`config.mk`:
```
export PLATFORM = sky130hd
export DESIGN_NAME = pfo_queue
export DESIGN_NICKNAME = d
export VERILOG_FILES = /design/src/rtl/core/pfo_pkg.sv /design/src/rtl/core/pfo_queue.sv
export SDC_FILE = /design/constraint.sdc
export NUM_CORES = 1
export LEC_CHECK = 0
export BUFFER_PORTS_ARGS = -buffer_cell sky130_fd_sc_hd__clkbuf_2
export CORE_UTILIZATION = 49
export DETAILED_ROUTE_END_ITERATION = 10
export PLACE_DENSITY_LB_ADDON = 0.2
export SYNTH_ARGS = -nofsm -noshare
export SYNTH_HDL_FRONTEND = slang
export SYNTH_SLANG_ARGS = --single-unit
```
`constraint.sdc`:
```
create_clock -name clk_i -period 20.3 [get_ports clk_i]
set_clock_uncertainty 0.1 [all_clocks]
set_input_delay 0 -clock clk_i [delete_from_list [all_inputs] [get_ports clk_i]]
set_output_delay 0 -clock clk_i [all_outputs]
set_load 0.01 [all_outputs]
```
`src/rtl/core/pfo_pkg.sv`:
```
// types, constants and helper functions for the plane frame block
// used by every module in rtl/core; depends on nothing
`timescale 1ns / 1ps
`default_nettype none
package pfo_pkg;

  // 0.9 in q2.30
  localparam logic [31:0] SeedLimit = 32'd966367641;

  localparam logic [1:0] KindAxisU  = 2'd0;
  localparam logic [1:0] KindAxisV  = 2'd1;
  localparam logic [1:0] KindNormal = 2'd2;
  localparam logic [1:0] KindCentre = 2'd3;

  typedef struct packed {
    logic signed [31:0] point_x;
    logic signed [31:0] point_y;
    logic signed [31:0] point_z;
    logic signed [31:0] normal_x;
    logic signed [31:0] normal_y;
    logic signed [31:0] normal_z;
    logic [30:0]        reach;
  } in_item_t;

  typedef struct packed {
    logic [1:0]         result_kind;
    logic signed [31:0] comp_x;
    logic signed [31:0] comp_y;
    logic signed [31:0] comp_z;
    logic               last;
    logic               degenerate;
  } out_item_t;

  typedef struct packed {
    logic [2:0][29:0] m;
    logic             zero;
  } norm_t;

  // classified item handed from front to back
  typedef struct packed {
    logic [2:0][29:0] m;
    logic [2:0]       neg;
    logic             zero;
    logic [2:0][31:0] point;
    logic [30:0]      reach;
  } work_t;

  function automatic logic [31:0] mag32(input logic [31:0] v);
    logic [31:0] r;
    r = v[31] ? (~v + 32'd1) : v;
    return r;
  endfunction

  // shift all three so the largest lands in [2^29, 2^30)
  function automatic norm_t norm3(input logic [2:0][31:0] mag);
    norm_t       r;
    logic [31:0] mx;
    logic [4:0]  p;
    logic [31:0] t;
    mx = mag[0];
    if (mag[1] > mx) mx = mag[1];
    if (mag[2] > mx) mx = mag[2];
    p = 5'd0;
    for (int i = 0; i < 32; i++) begin
      if (mx[i]) p = 5'(i);
    end
    r.zero = (mx == 32'd0);
    for (int j = 0; j < 3; j++) begin
      if (p >= 5'd29) t = mag[j] >> (p - 5'd29);
      else t = mag[j] << (5'd29 - p);
      r.m[j] = t[29:0];
    end
    return r;
  endfunction

endpackage
`default_nettype wire

```
`src/rtl/core/pfo_queue.sv`:
```
// two-entry queue between front and back
// depends on pfo_pkg
`timescale 1ns / 1ps
`default_nettype none
module pfo_queue (
  input  wire logic           clk_i,
  input  wire logic           rst_ni,
  input  wire logic           push_valid_i,
  output logic                push_ready_o,
  input  wire pfo_pkg::work_t push_data_i,
  output logic                pop_valid_o,
  input  wire logic           pop_ready_i,
  output pfo_pkg::work_t      pop_data_o
);

  pfo_pkg::work_t mem_q [2];
  logic wr_q, rd_q;
  logic [1:0] cnt_q;
  logic push, pop;

  assign push_ready_o = (cnt_q != 2'd2);
  assign pop_valid_o  = (cnt_q != 2'd0);
  assign push = push_valid_i && push_ready_o;
  assign pop  = pop_valid_o && pop_ready_i;
  assign pop_data_o = mem_q[rd_q];

  always_ff @(posedge clk_i or negedge rst_ni) begin
    if (!rst_ni) begin
      wr_q  <= 1'b0;
      rd_q  <= 1'b0;
      cnt_q <= 2'd0;
    end else begin
      if (push) wr_q <= ~wr_q;
      if (pop) rd_q <= ~rd_q;
      cnt_q <= cnt_q + {1'b0, push} - {1'b0, pop};
    end
  end

  always_ff @(posedge clk_i) begin
    if (push) mem_q[wr_q] <= push_data_i;
  end

endmodule
`default_nettype wire

```
==> results.md, run 1 <==
- The time the worst path needs with I/O delays and setup is 4.11 ns.
- In this run the biggest area consumer among cell types represents 78.4% of the synthesized area.
- The clock net in this run drives a total of 446 sinks.
- The number of setup violations in the final report is 0.
- By instance count, the cell type seen most on the critical path is sky130_fd_sc_hd__buf_4.
- The type of the tightest min-delay check is in2reg.
- In the final design database the tool counted 1635 nets.
- The flow ran to the end, and the final reports show no timing, DRC or antenna violations.
- For this run, the total global-route usage over all layers was measured as 20.7%.
- The floorplan has 67 rows.
- The number of levels the H-tree was split into is 2.
- The average cell area after synthesis is 24.0 sq um.
- The portion of total power attributed to sequential cells is 43.5%.
- The via count of the first global-routing pass is 9737.
- Summed over all instances, the cell type with the most area after synthesis is sky130_fd_sc_hd__edfxtp_1.
- The max-cap check violation count is 0.
- Entering global routing, the biggest net connects 80 pins.
- The number of hold violations in the final report is 0.
- At the pin with the least slew margin, the transition time is 1.09 ns.
- The total number of vias is 9171.
- On the worst path, the slowest cell contributes a delay of 1.05 ns.
- The last weighted congestion value of the routability-driven placer is 0.807.
- The core area is 33800 sq um.
- Headroom to the max-slew limit came out at 27.3%.
- The filler cells instantiated in the layout total 2207.
- For this run, design rule violations remaining after detail routing come to 0.
- The top cell types in the final layout, fill and taps aside, are sky130_fd_sc_hd__clkbuf_2, sky130_fd_sc_hd__edfxtp_1, sky130_fd_sc_hd__dlygate4sd3_1, sky130_fd_sc_hd__mux2_4, sky130_fd_sc_hd__clkbuf_16.
- The final number of max-transition violations came to 0.
- The initial antenna violation count was 2.
- The startpoint identified for the worst hold timing path is push_data_i[158].
- At the worst endpoint, the arrival time is 4.01 ns.
- Per report_power, the clock group accounts for 23.9% of the total.
- The worst-case vdd ir drop is 124 uV.
- The number of warning messages in the yosys log is 0.
- The fraction of power consumed by combinational cells is 32.6%.
- Excluding fillers, the count of instances in the completed layout stands at 1891.
- The clock transition at the registers of the reported paths is 0.06 ns.
- The buffer cell driving the clock tree root is sky130_fd_sc_hd__clkbuf_16.
- The power density normalized to cell area is 134 nW/um^2.
- Including well taps, the total number of placed cells is 1584.
- The count of buffers added by post-CTS timing repair for setup is 0.
- TritonCTS built the clock tree.
- The count of buffers from port buffering is 447.
- In the final timing run, aggregate negative setup slack is 0 ns.
- The static leakage is 9.31 nW.
- The number of routed nets with antenna violations is 0.
- The required time of the worst setup path is 20.20 ns.
- The first-pass GRT wire length is 55100 um.
- Traced cell by cell, the critical path runs through buf_4 > buf_4 > mux2_4 > clkbuf_2.
- The worst hold path terminates at mem_q[1][158]$_DFFE_PP_.
- The total overflow left after global routing is 0.
- In this run the power spent charging and discharging nets is 906 uW.
- The library cell contributing the largest single delay on the critical path is sky130_fd_sc_hd__dfrtp_4.
- The wire length after detailed routing is 36900 um.
- The critical path starts at rd_q$_DFFE_PN0P_.
- The cell area that synthesis handed to floorplanning was 16900 sq um.
- STA classifies the critical path startpoint as a flop.
- Yosys attributes the largest share of cell area to sky130_fd_sc_hd__edfxtp_1, sky130_fd_sc_hd__mux2_4, sky130_fd_sc_hd__mux2_2.
- The clock network latency to the later pin of the worst-skew pair is 0.54 ns.
- The post-synthesis to final-layout area growth is 36.2%.
- After detailed placement, the total cell area comes to 19500 sq um.
- For this block, the initial DRC count from the detailed router was 549.
- The design draws 3.09 mW.
- For this run, the register share of the synthesized area comes to 79.0%.
- The cell count after synthesis is 705.
- The wire length per cell is 19.5 um.
- The die span in y is 188 um.
- When the netlist entered floorplanning its net count stood at 932.
- The highest clock rate is 0.243 GHz.
- The endpoint identified for the worst register-to-register timing path is mem_q[1][114]$_DFFE_PP_.
- After legalization and detailed placement, the total HPWL measured 23100 um.
- The setup check on the worst reg-to-reg path leaves a slack of 17.30 ns.
- The switching share of total power is 29.3%.
- After synthesis the netlist holds a flip-flop and latch count of 446.
- The final design instance area without fill is 23100 sq um.
- The worst setup path is captured at an output port.
- Setup repair after global routing left no endpoint under its margin.
- The maximum root-to-sink buffer count is 3.
- The horizontal die dimension is 188 um.
- The worst-path maximum fanout is 58.
- Broken down by cell family, the worst path's largest delay share belongs to buffers and inverters.
- In the final layout, the share of cells above drive strength 1 is 51.0%.
- The number of vias per cell after detailed routing is 4.85.
- The reg-to-reg startpoint is cnt_q[0]$_DFF_PN0_.
- The I/O pin total is 448.
- The most common cell after layout, fill and taps aside is sky130_fd_sc_hd__clkbuf_2.
- The first-pass iteration count of the detailed router is 4.
- The instance count along the most critical hold path is 2.
- Internal power comes to 2.18 mW.
- The class of the most critical setup path is reg2out.
- The buffer and inverter count on the worst path is 3.
- The die covers 35300 sq um.
- The total clock buffers created by CTS is 45.
- The number of cells traversed by the worst register-to-register path is 3.
- The share of the clock period used by the worst path is 20.2%.
- The synthesized netlist contains 18 unique library cells.
- The starting density of the core is 50.1%.
## logic make-up after synthesis
family,Yosys count,share of synthesized area [%]
XOR/XNOR,4,0.207
adder cells (fa/ha/maj),2,0.148
multiplexers,221,18.7
buffers and inverters,26,1.81
AND/OR/NAND/NOR,6,0.192
flip-flops,446,79.0
## worst max-delay path by stage
stage                                  to  depth (start not counted)  slack (ns)
detailed placement         pop_data_o[57]                          4       16.70
CTS                        pop_data_o[57]                          4       16.11
floorplan           mem_q[0][0]$_DFFE_PP_                          3        9.57
finish                     pop_data_o[62]                          4       16.19
global placement           pop_data_o[57]                          4       16.73
global route               pop_data_o[62]                          4       15.97
## worst reg2reg max path, cell delays in order, from the launching register on
cell	delay (ns)
sky130_fd_sc_hd__dfrtp_1	0.40
sky130_fd_sc_hd__nand2b_1	0.21
sky130_fd_sc_hd__and3_4	0.83
sky130_fd_sc_hd__buf_4	0.97
## metal layers
metal	track usage [%]	share of wire [%]	vias to the layer above
met5	0	0	-
met4	8.22	3.4	0
met3	6.06	7.6	76
met2	35.1	50	405
met1	24.7	39	4467
li1	-	-	4223
## layout make-up
cell class	count	area (sq um)	share of cell area (%)
multi-input cells	233	3270	14.2
inverters	1	3.75	0.0163
flip-flops and latches	446	13400	58.0
diodes	2	5.00	0.0217
clock buffers	56	1170	5.06
well taps	448	561	2.43
repair buffers	681	4560	19.8
clock inverters	24	130	0.564
## power groups by stage
stage          clock (mW)  combinational [mW]  sequential, mW
6_report            0.738                1.01            1.34
5_1_grt             0.790                1.06            1.36
4_1_cts             0.751                1.01            1.34
3_5_place_dp            0               0.971            1.36
3_3_place_gp            0               0.965            1.36
2_1_floorplan           0               0.704            1.38
## cells in the mapped netlist
library cell / number
sky130_fd_sc_hd__or2_2: 1
sky130_fd_sc_hd__ha_1: 2
sky130_fd_sc_hd__nor2_1: 1
sky130_fd_sc_hd__buf_6: 10
sky130_fd_sc_hd__buf_2: 4
sky130_fd_sc_hd__edfxtp_1: 442
sky130_fd_sc_hd__buf_12: 1
sky130_fd_sc_hd__nand2b_1: 1
sky130_fd_sc_hd__xor2_1: 1
sky130_fd_sc_hd__inv_1: 1
sky130_fd_sc_hd__and3_1: 1
sky130_fd_sc_hd__mux2_2: 41
sky130_fd_sc_hd__dfrtp_1: 4
sky130_fd_sc_hd__buf_8: 10
sky130_fd_sc_hd__mux2_4: 180
sky130_fd_sc_hd__xnor2_1: 3
sky130_fd_sc_hd__nand2_1: 1
sky130_fd_sc_hd__and2_1: 1
## flip-flops by register name, indices dropped and copies added (netlist names)
register	flops
rd_q	1
wr_q	1
cnt_q	2
mem_q	442
## per-stage QoR
stage	setup WS, ns	util, %	hold WS, ns
CTS	16.11	68.3	0.0589
floorplan	9.57	-	-0.396
global route	15.97	68.3	0.0736
finish	16.19	68.3	0.0903
global placement	16.73	57.8	-0.283
detailed placement	16.70	57.8	-0.283
## repair_timing
item | in CTS | in global routing
hold buffers | 225 | 0
endpoints found under the hold margin | 449 | 0
resized for setup | 0 | 0
(Power assumes the default switching activity.)
==> run 2: changes to the inputs <==
ABC_AREA = 1   (was unset)
clock period = 4.3 ns   (was 20.3 ns; I/O delays follow)
==> results.md, run 2 <==
- Static timing analysis puts the maximum clock frequency at 0.365 GHz.
- The top flip-flop cell by instance count after synthesis is sky130_fd_sc_hd__edfxtp_1.
- The die area was 34100 sq um (-3.3%).
- The number of resized instances in the post-cts repair step is 0 (unchanged).
- The share of cells above drive strength 1 was 27.3% (-24 points).
- The maximum root-to-sink buffer count is 3 (unchanged).
- The core area was 32700 sq um (-3.2%).
- The measured slew at the worst slew-check pin came to 1.06 ns (-0.0353 ns).
- The library cell used most frequently in the layout, excluding fill and tap cells, is sky130_fd_sc_hd__nand2_1.
- The wire length after detailed routing is 39900 um (+8.1%).
- The switching share of total power is 34.6% (+5.3 points).
- The relative slew slack was 29.6% (+2.4 points).
- The met3 wire length is 3650 um (+30%).
- The number of setup violations in the final report is 0 (unchanged).
- The initial antenna violation count came to 1 (-1).
- The count of buffers from port buffering is 447 (unchanged).
- The number of distinct standard cells referenced by the synthesized netlist is 12 (-6).
- The number of hold violations in the final report is 0 (unchanged).
- The cell count after placement came to 2034 (+28%).
- After synthesis, the most frequently instantiated cells are sky130_fd_sc_hd__nand2_1, sky130_fd_sc_hd__edfxtp_1, sky130_fd_sc_hd__buf_2.
- The flow ran to the end, and the final reports show no timing, DRC or antenna violations.
- The post-route DRC violation count is 0 (unchanged).
- The I/O pin total is 448 (unchanged).
- The clock transition at the registers of the reported paths came to 0.06 ns (about the same).
- The post-DP HPWL is 23100 um (-0.11%).
- The post-layout net count is 2091 (+28%).
- The static leakage is 9.71 nW (+4.2%).
- The largest registers in the layout are mem_q x442, cnt_q x2.
- The standard cell area after detailed placement is 18900 sq um (-3.0%).
- The wire length per cell is 17.1 um (-13%).
- The number of routed nets with antenna violations is 0 (unchanged).
- The number of levels the H-tree was split into is 2 (unchanged).
- The post-synthesis to final-layout area growth is 37.4%.
- The number of cells traversed by the worst register-to-register path came to 4 (+1).
- The final critical path takes up 63.7% of the cycle.
- The post-synthesis sequential element count is 446 (unchanged).
- The worst-path maximum fanout is 114 (+97%).
- The average cell area after synthesis came to 13.8 sq um (-43%).
- The largest net degree at the start of global routing is 223 (+180%).
- The sequential element share of the synthesized area is 81.7% (+2.7 points).
- Setup repair after global routing left no endpoint under its margin.
- The overall overflow remaining after global route is 0 (unchanged).
- The first-pass GRT wire length is 59300 um (+7.5%).
- The total clock buffers created by CTS is 45 (unchanged).
- The top cell type's share of synthesized area came to 81.1% (+2.7 points).
- The worst setup path is captured at an output port.
- The net count after synthesis came to 1413 (+52%).
- The cell area after technology mapping came to 16400 sq um (-3.4%).
- The total routed wire length on the met1 layer came to 14600 um (+0.36%).
- The power density normalized to cell area was 640 nW/um^2 (+380%).
- The total number of vias came to 11400 (+24%).
- Yosys instantiated no cell more often than sky130_fd_sc_hd__nand2_1.
- The met2 wire length is 20200 um (+10%).
- The number of vias per cell after detailed routing was 4.85 (about the same).
- The number of sinks driven by the clock tree is 446 (unchanged).
- The design internal power is 9.41 mW (+330%).
- The final design instance area without fill came to 22500 sq um (-2.5%).
- The cell count after synthesis is 1186 (+68%).
- The die span in y came to 185 um (-1.7%).
- The topmost layer with routed signal wires is met4.
- After synthesis, the cell types taking the most area are sky130_fd_sc_hd__edfxtp_1, sky130_fd_sc_hd__nand2_1, sky130_fd_sc_hd__buf_6.
- The flip-flop count of the largest register after layout is 442 (unchanged).
- The class of the most critical setup path is reg2out.
- The clock network power share is 24.3% (+0.4 points).
- The async set-reset flop share out of synthesis is 0.897% (unchanged).
- The required time of the worst setup path is 4.20 ns (-16.00 ns).
- The instance count along the most critical hold path is 2 (unchanged).
- The fraction of power consumed by combinational cells came to 33.0% (+0.4 points).
- The row count is 66 (-1.5%).
- The number of standard cells in the layout, taps in and fillers out came to 2340 (+24%).
- The max-cap check violation count is 0 (unchanged).
- The global-route usage over all layers is 23.0% (+2.3 points).
- The iteration-0 DRC count of the detailed router is 717 (+31%).
- The clock network latency to the later pin of the worst-skew pair is 0.53 ns (about the same).
- The buffer cell driving the clock tree root is sky130_fd_sc_hd__clkbuf_16.
- The worst-case vdd ir drop is 548 uV (+340%).
- The minimum setup slack among reg-to-reg paths is 2.08 ns (-15.22 ns).
- The top cell types in the final layout, fill and taps aside, are sky130_fd_sc_hd__nand2_1, sky130_fd_sc_hd__clkbuf_2, sky130_fd_sc_hd__edfxtp_1, sky130_fd_sc_hd__dlygate4sd3_1, sky130_fd_sc_hd__clkbuf_16.
- The portion of total power attributed to sequential cells is 42.8% (-0.7 points).
- STA classifies the critical path startpoint as a flop.
- The number of warning messages in the yosys log is 0 (unchanged).
- The first-pass iteration count of the detailed router is 5 (+1).
- The data arrival at the endpoint of the critical path is 2.64 ns (-1.37 ns).
- The number of enable-type register cells in the synthesized netlist was 442 (unchanged).
- TritonCTS built the clock tree.
- The horizontal die dimension is 185 um (-1.7%).
- The switching power total is 4.98 mW (+450%).
- The via count of the first global-routing pass came to 11400 (+17%).
- The cell type with the highest aggregate area in the netlist is sky130_fd_sc_hd__edfxtp_1.
- The final number of max-transition violations is 0 (unchanged).
- The type of the tightest min-delay check is in2reg.
- The clock period could shrink to 2.74 ns.
- The last weighted congestion value of the routability-driven placer is 0.793 (-1.7%).
- Counting flops per register, the top entry is mem_q.
- The starting density of the core is 50.0% (-0.082 points).
==> run 2: changes by cell type after synthesis, moves of 3 or more <==
cell | previous run | this run
sky130_fd_sc_hd__inv_1 | 1 | 8
sky130_fd_sc_hd__nand3_1 | 0 | 3
sky130_fd_sc_hd__xnor2_1 | 3 | 0
sky130_fd_sc_hd__nand2_1 | 1 | 676
sky130_fd_sc_hd__buf_2 | 4 | 22
sky130_fd_sc_hd__buf_4 | 0 | 4
sky130_fd_sc_hd__mux2_4 | 180 | 0
sky130_fd_sc_hd__mux2_2 | 41 | 0
sky130_fd_sc_hd__buf_6 | 10 | 20
sky130_fd_sc_hd__clkbuf_1 | 0 | 3
sky130_fd_sc_hd__buf_8 | 10 | 0
==> run 2: critical path: stages (launching register included) <==
cell and delay (ns):
sky130_fd_sc_hd__dfrtp_4 0.51, sky130_fd_sc_hd__inv_6 0.58, sky130_fd_sc_hd__buf_4 0.51, sky130_fd_sc_hd__nand2_1 0.13, sky130_fd_sc_hd__nand2_1 0.11, sky130_fd_sc_hd__clkbuf_2 0.15
==> run 2: cells by family (layout without fill, tap and decap cells) <==
group	count (synthesis)	count (layout)	share of synthesized area, %
flip-flops	446	446	81.7
other	0	2	0
adder cells (fa/ha/maj)	2	2	0.153
buffers and inverters	58	768	2.52
AND/OR/NAND/NOR	680	680	15.6
==> run 2: final cells by class <==
class	count	area (sq um)
Timing Repair Buffer	680	4610
Tap cell	442	553
Multi-Input combinational cell	682	2600
Fill cell	2227	10200
Inverter	9	42.5
Antenna cell	2	5.00
Clock buffer	56	1170
Clock inverter	23	129
Sequential cell	446	13400
==> run 2: path summary, 6_finish.rpt <==
path | startpoint | to
setup reg to reg | cnt_q[1]$_DFF_PN0_ | mem_q[1][52]$_DFFE_PP_
hold / removal | push_data_i[210] | mem_q[0][210]$_DFFE_PP_
setup / recovery | rd_q$_DFFE_PN0P_ | pop_data_o[164]
min in group asynchronous | rst_ni | cnt_q[0]$_DFF_PN0_
max in group asynchronous | rst_ni | rd_q$_DFFE_PN0P_
hold reg to reg | wr_q$_DFFE_PN0N_ | wr_q$_DFFE_PN0N_
==> run 2: power by group through the flow <==
stage,sequential [mW],clock [mW],combinational (mW)
6_report,6.15,3.49,4.74
5_1_grt,6.22,3.74,5.23
4_1_cts,6.15,3.55,4.76
3_5_place_dp,6.23,0,4.56
3_3_place_gp,6.20,0,4.52
2_1_floorplan,6.30,0,2.73
==> run 2: per-stage QoR <==
stage	setup TNS, ns	hold WS, ns	total power [mW]	setup WS, ns	util, %
floorplan	-36.83	-0.396	9.03	-0.0871	-
global placement	0	-0.288	10.7	2.18	57.9
detailed placement	0	-0.281	10.8	2.12	57.9
CTS	0	0.0680	14.5	1.57	68.8
global route	0	0.0806	15.2	1.45	68.8
finish	0	0.0934	14.4	1.56	68.8
==> run 2: repair_timing <==
item | 4_1_cts | 5_1_grt
hold buffers | 225 | 0
endpoints found under the hold margin | 465 | 0
buffers inserted | 0 | 0
==> run 2: metal layers <==
| layer | track usage [%] | vias to the layer above |
|---|---|---|
| met3 | 7.21 | 92 |
| met2 | 40.6 | 497 |
| met4 | 9.29 | 0 |
| met5 | 0 | - |
| li1 | - | 5375 |
| met1 | 25.6 | 5393 |
==> run 3: changes to the inputs <==
CORE_UTILIZATION = 47   (was 49)
clock period = 2.4 ns   (was 4.3 ns; I/O delays follow)
==> results.md, run 3 (synthesized netlist as in run 2, its figures left out) <==
- The flip-flop count of the largest register after layout was 442 (unchanged).
- The time the worst path needs with I/O delays and setup is 2.35 ns.
- The starting density of the core is 48.3% (-1.7 points).
- The clock network power share is 25.3% (+1.0 points).
- STA classifies the critical path endpoint as an output port.
- The iteration-0 DRC count of the detailed router is 655 (-8.6%).
- The stage delay of the slowest cell on the critical path came to 0.46 ns (-0.12 ns).
- In the final layout, the registers with the most flip-flops are mem_q x442, cnt_q x2.
- The overall overflow remaining after global route was 0 (unchanged).
- The largest net degree at the start of global routing was 171 (-23%).
- The combined area of the multi-input logic cells is 2600 sq um (unchanged).
- Ranked by flip-flop count, first place goes to mem_q.
- The post-synthesis to final-layout area growth is 38.8%.
- The number of routed nets with antenna violations is 0 (unchanged).
- The worst hold path terminates at mem_q[0][135]$_DFFE_PP_.
- The required time of the worst setup path is 2.30 ns (-1.90 ns).
- The fraction of power consumed by combinational cells is 33.0% (about the same).
- The minimum hold slack is 0.0814 ns (-0.0120 ns).
- The horizontal die dimension came to 189 um (+2.1%).
- The maximum root-to-sink buffer count is 3 (unchanged).
- The flow ran to the end, and the final reports show no timing, DRC or antenna violations.
- The summed negative setup slack over all endpoints is 0 ns (unchanged).
- In this run the critical register-to-register path is launched from cnt_q[1]$_DFF_PN0_.
- The final antenna diode count is 0 (-2).
- TritonCTS built the clock tree.
- The data arrival at the endpoint of the critical path was 2.25 ns (-0.39 ns).
- The initial antenna violation count is 0 (-1).
- The cell count after placement came to 2051 (+0.84%).
- The buffer cell driving the clock tree root is sky130_fd_sc_hd__clkbuf_16.
- The buffer and inverter count on the worst path is 2 (-1).
- Among the stages of the critical path, the cell type that occurs most often is sky130_fd_sc_hd__nand2_1.
- The standard cell area after detailed placement is 19100 sq um (+0.74%).
- The wire length after detailed routing is 39800 um (-0.34%).
- The switching share of total power is 34.3% (-0.33 points).
- The most common cell after layout, fill and taps aside is sky130_fd_sc_hd__nand2_1.
- The first-pass GRT wire length is 59900 um (+1.1%).
- The number of setup violations in the final report is 0 (unchanged).
- Traced cell by cell, the critical path runs through buf_12 > nand2_1 > nand2_1 > clkbuf_2.
- The wire length per cell is 16.9 um (-0.93%).
- The number of sinks driven by the clock tree came to 446 (unchanged).
- The post-route DRC violation count is 0 (unchanged).
- The number of cells traversed by the worst register-to-register path is 5 (+1).
- The die span in y came to 189 um (+2.1%).
- The global-route usage over all layers is 22.0% (-0.97 points).
- Timing would allow up to 0.426 GHz.
- The row count is 67 (+1.5%).
- The clock transition at the registers of the reported paths is 0.07 ns (about the same).
- The worst-case vdd ir drop came to 906 uV (+65%).
- The clock network latency to the later pin of the worst-skew pair is 0.54 ns (about the same).
- The core area is 33900 sq um (+3.6%).
- The die area is 35600 sq um (+4.2%).
- The first-pass iteration count of the detailed router is 4 (-1).
- The number of fillers in the final layout is 2336 (+4.9%).
- The count of buffers added by post-CTS timing repair for setup is 0 (unchanged).
- The max-cap check violation count came to 0 (unchanged).
- The post-DP HPWL is 23900 um (+3.6%).
- The family with the most delay on the worst path is buffers and inverters.
- The worst register-to-register path ends at mem_q[1][94]$_DFFE_PP_.
- The sequential cell area came to 13400 sq um (unchanged).
- The final design instance area without fill came to 22700 sq um (+1.0%).
- The final number of max-transition violations is 0 (unchanged).
- Setup repair after global routing left no endpoint under its margin.
- The minimum setup slack among reg-to-reg paths is 0.60 ns (-1.48 ns).
- The worst-path maximum fanout is 170 (+49%).
- The relative slew slack is 26.5% (-3.1 points).
- The power density normalized to cell area came to 1160 nW/um^2 (+81%).
- The total number of vias is 11200 (-1.5%).
- The post-layout net count is 2101 (+0.48%).
- The switching power total is 9.02 mW (+81%).
- The I/O pin total is 448 (unchanged).
- The instance count along the most critical hold path is 2 (unchanged).
- The number of levels the H-tree was split into is 2 (unchanged).
- The number of standard cells in the layout, taps in and fillers out was 2354 (+0.60%).
- The count of buffers from port buffering is 447 (unchanged).
- The share of cells above drive strength 1 is 28.3% (+1.0 points).
- The last weighted congestion value of the routability-driven placer is 0.763 (-3.9%).
- The static leakage is 9.83 nW (+1.3%).
- The core occupancy in the finished layout is 67.1% (-1.7 points).
- The number of vias per cell after detailed routing is 4.75 (-2.1%).
- The tightest min-delay check is of the in2reg type.
- The design internal power is 17.3 mW (+84%).
- The total clock buffers created by CTS is 44 (-2.2%).
- The number of hold violations in the final report is 0 (unchanged).
- The library cell contributing the largest single delay on the critical path is sky130_fd_sc_hd__dfrtp_4.
- The critical path startpoint category is a flop.
- The portion of total power attributed to sequential cells came to 41.8% (-1.0 points).
- The class of the most critical setup path is reg2out.
- The measured slew at the worst slew-check pin is 1.10 ns (+0.0469 ns).
- The top cell types in the final layout, fill and taps aside, are sky130_fd_sc_hd__nand2_1, sky130_fd_sc_hd__clkbuf_2, sky130_fd_sc_hd__edfxtp_1, sky130_fd_sc_hd__dlygate4sd3_1, sky130_fd_sc_hd__clkbuf_16.
- The worst hold path begins at push_data_i[135].
- The via count of the first global-routing pass is 11300 (-0.81%).
- The share of the clock period used by the worst path is 97.9%.
run 3: changes by cell type in the layout (fill, tap and decap cells not counted):
cell | previous run | this run
sky130_fd_sc_hd__diode_2 | 2 | 0
sky130_fd_sc_hd__buf_4 | 3 | 10
sky130_fd_sc_hd__clkbuf_1 | 11 | 3
sky130_fd_sc_hd__buf_12 | 5 | 9
sky130_fd_sc_hd__bufinv_16 | 1 | 4
sky130_fd_sc_hd__clkinvlp_4 | 2 | 4
sky130_fd_sc_hd__clkinv_1 | 14 | 10
sky130_fd_sc_hd__clkinv_2 | 6 | 11
sky130_fd_sc_hd__inv_6 | 2 | 3
run 3: repair_timing:
item | 4_1_cts | 5_1_grt
hold buffers | 225 | 0
hold endpoints to repair | 458 | 0
gates resized for setup | 0 | 0
run 3: through the flow:
step,setup WS [ns],total power [mW]
after global placement,0.661,19.4
after floorplan,-1.99,16.2
after CTS,0.155,26.4
final,0.0500,26.3
after global routing,0.0990,27.6
after detailed placement,0.635,19.5
run 3: worst max-delay path by stage:
stage | end | depth (start not counted) | start | slack (ns)
after floorplan | mem_q[0][0]$_DFFE_PP_ | 4 | cnt_q[0]$_DFF_PN0_ | -1.99
after global placement | mem_q[1][118]$_DFFE_PP_ | 5 | cnt_q[1]$_DFF_PN0_ | 0.66
after detailed placement | mem_q[1][38]$_DFFE_PP_ | 5 | cnt_q[1]$_DFF_PN0_ | 0.64
after CTS | pop_data_o[48] | 4 | rd_q$_DFFE_PN0P_ | 0.15
after global routing | pop_data_o[46] | 4 | rd_q$_DFFE_PN0P_ | 0.1
final | pop_data_o[47] | 4 | rd_q$_DFFE_PN0P_ | 0.05
run 3: power groups by stage:
stage | sequential, mW | clock [mW] | combinational, mW
floorplan | 11.3 | 0 | 4.89
global placement | 11.1 | 0 | 8.31
detailed placement | 11.1 | 0 | 8.37
CTS | 11.0 | 6.75 | 8.71
global route | 11.1 | 7.02 | 9.44
finish | 11.0 | 6.65 | 8.67
run 3: routing by layer:
layer,routed length (um),track usage (%),vias up
met4,1360,8.65,0
met3,3340,5.64,91
met2,20000,38.7,482
li1,-,-,5392
met1,15100,25.7,5217
met5,0,0,-
run 3: cell type report:
type | instances | area share, %
repair buffers | 691 | 20.9
well taps | 448 | 2.47
inverters | 9 | 0.187
clock inverters | 30 | 1.11
multi-input cells | 682 | 11.5
flip-flops and latches | 446 | 58.9
clock buffers | 48 | 5.01
